## config.mk

```make
export PLATFORM = sky130hd
export DESIGN_NAME = keypad_turbo_and_interrupt
export DESIGN_NICKNAME = d
export VERILOG_FILES = /design/src/rtl/kti_pkg.sv /design/src/rtl/kti_turbo.sv /design/src/rtl/kti_irq.sv /design/src/rtl/keypad_turbo_and_interrupt.sv
export SDC_FILE = /design/constraint.sdc
export NUM_CORES = 1
export LEC_CHECK = 0
export BUFFER_PORTS_ARGS = -buffer_cell sky130_fd_sc_hd__buf_2
export CAP_MARGIN = 20
export CORE_MARGIN = 1
export CORE_UTILIZATION = 62
export DETAILED_ROUTE_END_ITERATION = 7
export HOLD_SLACK_MARGIN = 0.1
export PLACE_DENSITY = 0.85
export SKIP_CTS_REPAIR_TIMING = 1
export SLEW_MARGIN = 10
export SYNTH_ARGS = -nofsm -noshare
export SYNTH_HDL_FRONTEND = slang
export SYNTH_SLANG_ARGS = --single-unit
export TNS_END_PERCENT = 50
```

## constraint.sdc

```tcl
create_clock -name i_clk -period 6.8 [get_ports i_clk]
set_input_delay 1.36 -clock i_clk [delete_from_list [all_inputs] [get_ports i_clk]]
set_output_delay 1.36 -clock i_clk [all_outputs]
set_load 0.01 [all_outputs]
```

## src/rtl/kti_pkg.sv

```systemverilog
// ----------------------------------------------------------------------------
// kti_pkg
// Shared types and constants for the keypad turbo and interrupt block.
// ----------------------------------------------------------------------------
package kti_pkg;

    // Key field width as carried on the stream ports
    localparam int KEY_W       = 10;
    localparam int CNT_W       = 8;
    localparam int IN_TDATA_W  = 16;
    localparam int OUT_TDATA_W = 16;
    localparam int CFG_ADDR_W  = 3;
    localparam int CFG_DATA_W  = 10;

    typedef logic [KEY_W-1:0] t_keys;
    typedef logic [CNT_W-1:0] t_cnt;

    // Configuration register indexes
    typedef enum logic [CFG_ADDR_W-1:0] {
        CFG_TURBO_FRAMES = 3'd0,
        CFG_TURBO_PULSE  = 3'd1,
        CFG_IRQ_ENABLE   = 3'd2,
        CFG_IRQ_AND_MODE = 3'd3,
        CFG_IRQ_KEY_MASK = 3'd4
    } t_cfg_addr;

    // Reset values of the configuration registers
    localparam t_cnt  TURBO_FRAMES_RST = 8'd4;
    localparam t_cnt  TURBO_PULSE_RST  = 8'd2;
    localparam t_keys IRQ_MASK_RST     = '0;

    // Settings seen by one turbo channel
    typedef struct packed {
        t_cnt period;
        t_cnt pulse_width;
    } t_turbo_cfg;

    // Settings seen by the interrupt condition
    typedef struct packed {
        logic  enable;
        logic  and_mode;
        t_keys key_mask;
    } t_irq_cfg;

endpackage

```

## src/rtl/kti_turbo.sv

```systemverilog
// ----------------------------------------------------------------------------
// kti_turbo
// One turbo channel: frame counter that gates a forced button press.
// ----------------------------------------------------------------------------
module kti_turbo
    import kti_pkg::*;
(
    input  logic       i_clk,
    input  logic       i_rst_n,
    input  logic       i_advance,
    input  logic       i_held,
    input  t_turbo_cfg i_cfg,
    output logic       o_pressed
);

    t_cnt         r_count;
    t_cnt         n_count;
    logic [CNT_W:0] w_inc;

    // Press while the counter sits inside the pulse window
    assign o_pressed = i_held && (r_count < i_cfg.pulse_width);

    // Advance, wrap at the period, clear on release
    always_comb begin
        w_inc = {1'b0, r_count} + {{CNT_W{1'b0}}, 1'b1};
        if (!i_held) begin
            n_count = '0;
        end else if (w_inc >= {1'b0, i_cfg.period}) begin
            n_count = '0;
        end else begin
            n_count = w_inc[CNT_W-1:0];
        end
    end

    always_ff @(posedge i_clk) begin
        if (!i_rst_n) begin
            r_count <= '0;
        end else if (i_advance) begin
            r_count <= n_count;
        end
    end

endmodule

```

## src/rtl/kti_irq.sv

```systemverilog
// ----------------------------------------------------------------------------
// kti_irq
// Keypad interrupt condition with new-press detection against the last frame.
// ----------------------------------------------------------------------------
module kti_irq
    import kti_pkg::*;
#(
    parameter int KEY_COUNT = 10
) (
    input  logic     i_clk,
    input  logic     i_rst_n,
    input  logic     i_advance,
    input  t_keys    i_keys,
    input  t_irq_cfg i_cfg,
    output logic     o_irq
);

    localparam t_keys KEY_MASK = t_keys'((32'd1 << KEY_COUNT) - 32'd1);

    t_keys r_prev_keys;
    t_keys w_mask;
    t_keys w_hit;
    logic  w_new_press;
    logic  w_cond;

    // Evaluate the condition only on a fresh press
    always_comb begin
        w_mask      = i_cfg.key_mask & KEY_MASK;
        w_hit       = i_keys & w_mask;
        w_new_press = |(i_keys & ~r_prev_keys);
        w_cond      = i_cfg.and_mode ? (w_hit == w_mask) : (|w_hit);
        o_irq       = w_new_press && i_cfg.enable && w_cond;
    end

    // Hold the effective keys of the last frame
    always_ff @(posedge i_clk) begin
        if (!i_rst_n) begin
            r_prev_keys <= '0;
        end else if (i_advance) begin
            r_prev_keys <= i_keys;
        end
    end

endmodule

```

## src/rtl/keypad_turbo_and_interrupt.sv

```systemverilog
// ----------------------------------------------------------------------------
// keypad_turbo_and_interrupt
// Per-frame keypad turbo insertion and keypad interrupt request.
// ----------------------------------------------------------------------------
// Usage:
//   Slave stream carries one frame of keypad input per transfer: the pressed
//   key mask and the two turbo-hold flags. Master stream returns one result
//   per frame: the active-low key status and a one-frame irq request.
//   Configuration is written through i_cfg_we / i_cfg_addr / i_cfg_wdata
//   while no frame is in flight; unknown indexes are ignored.
// Pipeline and throughput:
//   A transfer lands in the input register, is evaluated combinationally and
//   lands in the result register. One frame is accepted every cycle while
//   the result register is not stalled; the turbo counters and previous-keys
//   register update in the same cycle a frame moves into the result register.
// Reset:
//   Synchronous, active low. Both stream stages empty, counters and previous
//   keys cleared, configuration back to period 4, pulse 2, irq disabled.
// Back-pressure:
//   A stalled result holds in the result register while one more frame waits
//   in the input register; s_axis_tready drops only when both are full.
// ----------------------------------------------------------------------------
module keypad_turbo_and_interrupt
    import kti_pkg::*;
#(
    parameter int KEY_COUNT = 10
) (
    input  logic                   i_clk,
    input  logic                   i_rst_n,
    // Configuration write port
    input  logic                   i_cfg_we,
    input  logic [CFG_ADDR_W-1:0]  i_cfg_addr,
    input  logic [CFG_DATA_W-1:0]  i_cfg_wdata,
    // Input stream
    input  logic                   s_axis_tvalid,
    output logic                   s_axis_tready,
    // [9:0] pressed_keys, [10] turbo_a_held, [11] turbo_b_held, [15:12] zero
    input  logic [IN_TDATA_W-1:0]  s_axis_tdata,
    // Output stream
    output logic                   m_axis_tvalid,
    input  logic                   m_axis_tready,
    // [9:0] key_status, [10] irq_raise, [15:11] zero
    output logic [OUT_TDATA_W-1:0] m_axis_tdata
);

    localparam t_keys KEY_MASK = t_keys'((32'd1 << KEY_COUNT) - 32'd1);

    // Configuration registers
    t_cnt  r_turbo_frames;
    t_cnt  r_turbo_pulse;
    logic  r_irq_enable;
    logic  r_irq_and_mode;
    t_keys r_irq_key_mask;

    // Input register
    logic  r_in_valid;
    t_keys r_in_keys;
    logic  r_in_turbo_a;
    logic  r_in_turbo_b;

    // Result register
    logic  r_out_valid;
    t_keys r_out_status;
    logic  r_out_irq;

    logic       w_advance;
    logic       w_turbo_a;
    logic       w_turbo_b;
    t_keys      w_keys;
    logic       w_irq;
    t_turbo_cfg w_turbo_cfg;
    t_irq_cfg   w_irq_cfg;

    // Write configuration
    always_ff @(posedge i_clk) begin
        if (!i_rst_n) begin
            r_turbo_frames <= TURBO_FRAMES_RST;
            r_turbo_pulse  <= TURBO_PULSE_RST;
            r_irq_enable   <= 1'b0;
            r_irq_and_mode <= 1'b0;
            r_irq_key_mask <= IRQ_MASK_RST;
        end else if (i_cfg_we) begin
            case (i_cfg_addr)
                CFG_TURBO_FRAMES: r_turbo_frames <= i_cfg_wdata[CNT_W-1:0];
                CFG_TURBO_PULSE:  r_turbo_pulse  <= i_cfg_wdata[CNT_W-1:0];
                CFG_IRQ_ENABLE:   r_irq_enable   <= i_cfg_wdata[0];
                CFG_IRQ_AND_MODE: r_irq_and_mode <= i_cfg_wdata[0];
                CFG_IRQ_KEY_MASK: r_irq_key_mask <= i_cfg_wdata[KEY_W-1:0];
                default: ;
            endcase
        end
    end

    assign w_turbo_cfg = '{period: r_turbo_frames, pulse_width: r_turbo_pulse};
    assign w_irq_cfg   = '{enable: r_irq_enable, and_mode: r_irq_and_mode,
                           key_mask: r_irq_key_mask};

    // Move the input register forward when the result register frees up
    assign w_advance     = r_in_valid && (!r_out_valid || m_axis_tready);
    assign s_axis_tready = !r_in_valid || w_advance;

    always_ff @(posedge i_clk) begin
        if (!i_rst_n) begin
            r_in_valid <= 1'b0;
        end else if (s_axis_tready) begin
            r_in_valid <= s_axis_tvalid;
        end
    end

    always_ff @(posedge i_clk) begin
        if (s_axis_tvalid && s_axis_tready) begin
            r_in_keys    <= s_axis_tdata[KEY_W-1:0];
            r_in_turbo_a <= s_axis_tdata[KEY_W];
            r_in_turbo_b <= s_axis_tdata[KEY_W+1];
        end
    end

    // Turbo channels: A forces bit 0, B forces bit 1
    kti_turbo u_turbo_a (
        .i_clk     (i_clk),
        .i_rst_n   (i_rst_n),
        .i_advance (w_advance),
        .i_held    (r_in_turbo_a),
        .i_cfg     (w_turbo_cfg),
        .o_pressed (w_turbo_a)
    );

    kti_turbo u_turbo_b (
        .i_clk     (i_clk),
        .i_rst_n   (i_rst_n),
        .i_advance (w_advance),
        .i_held    (r_in_turbo_b),
        .i_cfg     (w_turbo_cfg),
        .o_pressed (w_turbo_b)
    );

    // Merge turbo presses into the frame's key mask
    assign w_keys = (r_in_keys | {{(KEY_W-2){1'b0}}, w_turbo_b, w_turbo_a}) & KEY_MASK;

    kti_irq #(
        .KEY_COUNT (KEY_COUNT)
    ) u_irq (
        .i_clk     (i_clk),
        .i_rst_n   (i_rst_n),
        .i_advance (w_advance),
        .i_keys    (w_keys),
        .i_cfg     (w_irq_cfg),
        .o_irq     (w_irq)
    );

    // Result register
    always_ff @(posedge i_clk) begin
        if (!i_rst_n) begin
            r_out_valid <= 1'b0;
        end else if (w_advance) begin
            r_out_valid <= 1'b1;
        end else if (m_axis_tready) begin
            r_out_valid <= 1'b0;
        end
    end

    always_ff @(posedge i_clk) begin
        if (w_advance) begin
            r_out_status <= ~w_keys & KEY_MASK;
            r_out_irq    <= w_irq;
        end
    end

    assign m_axis_tvalid = r_out_valid;
    assign m_axis_tdata  = {{(OUT_TDATA_W-KEY_W-1){1'b0}}, r_out_irq, r_out_status};

endmodule

```

==> qor.yml <==
die_y_um: 81.53
synthesis.area_um2: 3921
antenna_found_initial: 0
outcome: "complete, no violations"
clock_skew_ns: 0.009174
clk_root_buffer_cell: "clkbuf_8"
dp_hpwl_um: 6508
comb_power_share_pct: 7.8
num_vias: 3288
period_share_pct: 47.53
crit_chain: "buf_2 -> nor2b_1 -> nand2_1 -> buf_2"
dieWidth_um: 81.53
drc: 0
setup.worst_path.end_class: "output pin"
p_per_area_nw_per_um2: 218.5
worst_pin_slew_ns: 0.9433
placed_cells: 530
synth-warning-count: 0
wirelength_um: 9047
maxCapViolations: 0
async_flop_share_pct: 0
cts_tree: "done"
p_int_mw: 0.7054
ios: 52
finish.utilization_pct: 72.40
cp.required_ns: 5.44
drtIter0Drc: 272
p_leak_nw: 1.812
io_buffer_count: 42
syn_avg_cell_area_um2: 9.183
worstSetupStartpointType: "input pin"
h-tree-depth: 3
setup_viol: 0
synth_seq_cells: 79
relSlewSlack_pct: 36.63
layout_min_cycle_time_ns: 3.232
ys_types: 53
power_mw: 0.9535
grt.total_usage_pct: 28.93
crit_path_frequent_cell: "buf_2"
setup_tns_ns: 0
clk_pin_slew_ns: 0.08
placed_cell_area_um2: 4153
row_count: 28
vdd_drop_max_mv: 0.1957
cts.path.max_buffers: 2
cts-buffers-inserted: 9
grt_pass1_wl_um: 14120
yosysSeqAreaShare_pct: 46.20
p_sw_share_pct: 26.01
dieArea_um2: 6646
rsz0062_at_grt: "false"
ant_nets: 0
via_per_inst: 6.022
crit_path_max_incr_delay_ns: 0.18
drive_gt1_share_pct: 16.14
hold_path.class: "reg -> reg"
synthFlopType: "dfxtp_1"
coreArea_um2: 6026
area_delta_synth_final_pct: 11.26
synth_cells: 427
clock_latency_ns: 0.36
final_area_um2: 4363
place_ws_ns: 3.299
hold_slack_ns: 0.4571
n_antenna_cell: 0
p_seq_share_pct: 53.6
critPathKind: "in -> out"
start_util_pct: 65.07
max_freq_mhz: 309.4
critPathSlowestCell: "nor2b_1"
critPathArrivalTime_ns: 1.87
instances_no_fill: 546
grt_pass1_vias: 3013
first_pass_iters: 7
clock-sinks: 79
slew_viol_final: 0
grt_remaining_overflow: 0
power_frac_clock_pct: 38.6
final_nets: 532
grt_max_degree: 50
fillers: 464
synth_edf_count: 23
timing.final.ws_setup_ns: 3.568
gp_congestion: 0.8435
critical_path_peak_fanout: 3
hold_violations: 0
switchingPower_mw: 0.2480
post_drt_wl_per_cell_um: 16.57
-- layout make-up --
| type | instances | area, um^2 | area share (%) |
|---|---|---|---|
| multi-input cells | 303 | 1917 | 43.93 |
| flip-flops and latches | 79 | 1812 | 41.53 |
| repair buffers | 43 | 217.7 | 4.990 |
| clock buffers | 9 | 123.9 | 2.839 |
| inverters | 30 | 112.6 | 2.581 |
| well taps | 75 | 93.84 | 2.151 |
| clock inverters | 7 | 86.33 | 1.979 |
-- per-layer routing --
layer,part of all wire (%),up-vias,global-route usage [%]
met5,0,-,0
met1,45,1557,38.15
met4,1.7,0,11.79
met3,7.3,16,6.667
met2,46,143,45.67
li1,-,1572,-
-- worst paths after layout --
path / from / end / slack (ns) / cells after the start
worst max-delay path: m_axis_tready / s_axis_tready / 3.57 / 4
worst max register to register: u_turbo_b.r_count[0] / u_turbo_b.r_count[6] / 3.64 / 12
worst min register to register: r_turbo_pulse[3] / r_turbo_pulse[3] / 0.46 / 2
worst min-delay path: r_turbo_pulse[3] / r_turbo_pulse[3] / 0.46 / 2
-- power by group through the flow --
stage,sequential (mW),combinational [mW],clock [mW]
after floorplan,0.520,0.0475,0
after global placement,0.521,0.0699,0
after detailed placement,0.521,0.0730,0
after CTS,0.511,0.0737,0.371
after global routing,0.513,0.0822,0.391
final,0.511,0.0745,0.368
-- synth_stat cells (all sizes together), types with 7 or more instances --
cell type	count	share of area [%]
o21ai	7	0.89
nand2	83	7.9
edfxtp	23	18
nand3	12	1.5
nor2	21	2.0
dfxtp	56	29
nor2b	7	1.1
o211ai	7	1.3
nand2b	9	1.4
inv	30	2.9
ha	32	10
buf	10	1.6
a22oi	12	2.3
a21oi	39	5.0
clkbuf	9	0.86
-- state kept, by name, summed over array words and instances, names as in the netlist --
signal / flops
r_in_turbo_b: 1
u_turbo_b.r_count: 8
m_axis_tvalid: 1
r_turbo_pulse: 8
u_turbo_a.r_count: 8
r_in_turbo_a: 1
r_in_valid: 1
r_irq_enable: 1
r_out_status: 10
r_turbo_frames: 8
r_in_keys: 10
r_irq_and_mode: 1
r_out_irq: 1
u_irq.r_prev_keys: 10
r_irq_key_mask: 10
-- placed cells by master, fill, tap and decap left out, types with 5 or more instances in the layout --
| master | netlist | routed |
|---|---|---|
| a21oi_1 | 39 | 39 |
| a22oi_1 | 12 | 12 |
| buf_2 | 1 | 42 |
| clkbuf_8 | 0 | 9 |
| conb_1 | 1 | 5 |
| dfxtp_1 | 56 | 56 |
| edfxtp_1 | 23 | 23 |
| ha_1 | 32 | 32 |
| inv_1 | 30 | 30 |
| nand2_1 | 83 | 83 |
| nand2b_1 | 9 | 9 |
| nand3_1 | 12 | 12 |
| nor2_1 | 21 | 21 |
| nor2b_1 | 7 | 7 |
| o211ai_1 | 7 | 7 |
| o21ai_0 | 7 | 7 |
| xnor2_1 | 5 | 5 |
-- kinds of logic (layout without fill, tap and decap cells) --
group / count (synthesis) / count (layout) / share of synthesized area, %
mux: 4 / 4 / 1.021
fa+ha+maj: 32 / 32 / 10.21
simple gates: 159 / 159 / 19.11
other cells: 1 / 5 / 0.09563
xor+xnor: 8 / 8 / 1.787
buf+inv: 49 / 89 / 5.297
compound gates: 95 / 95 / 16.27
flops: 79 / 79 / 46.20
-- critical path, delay by kind of cell --
kind	cells	cell delay (ns)
buffers and inverters	2	0.24
and+or+nand+nor	2	0.27
(Power assumes the default switching activity.)
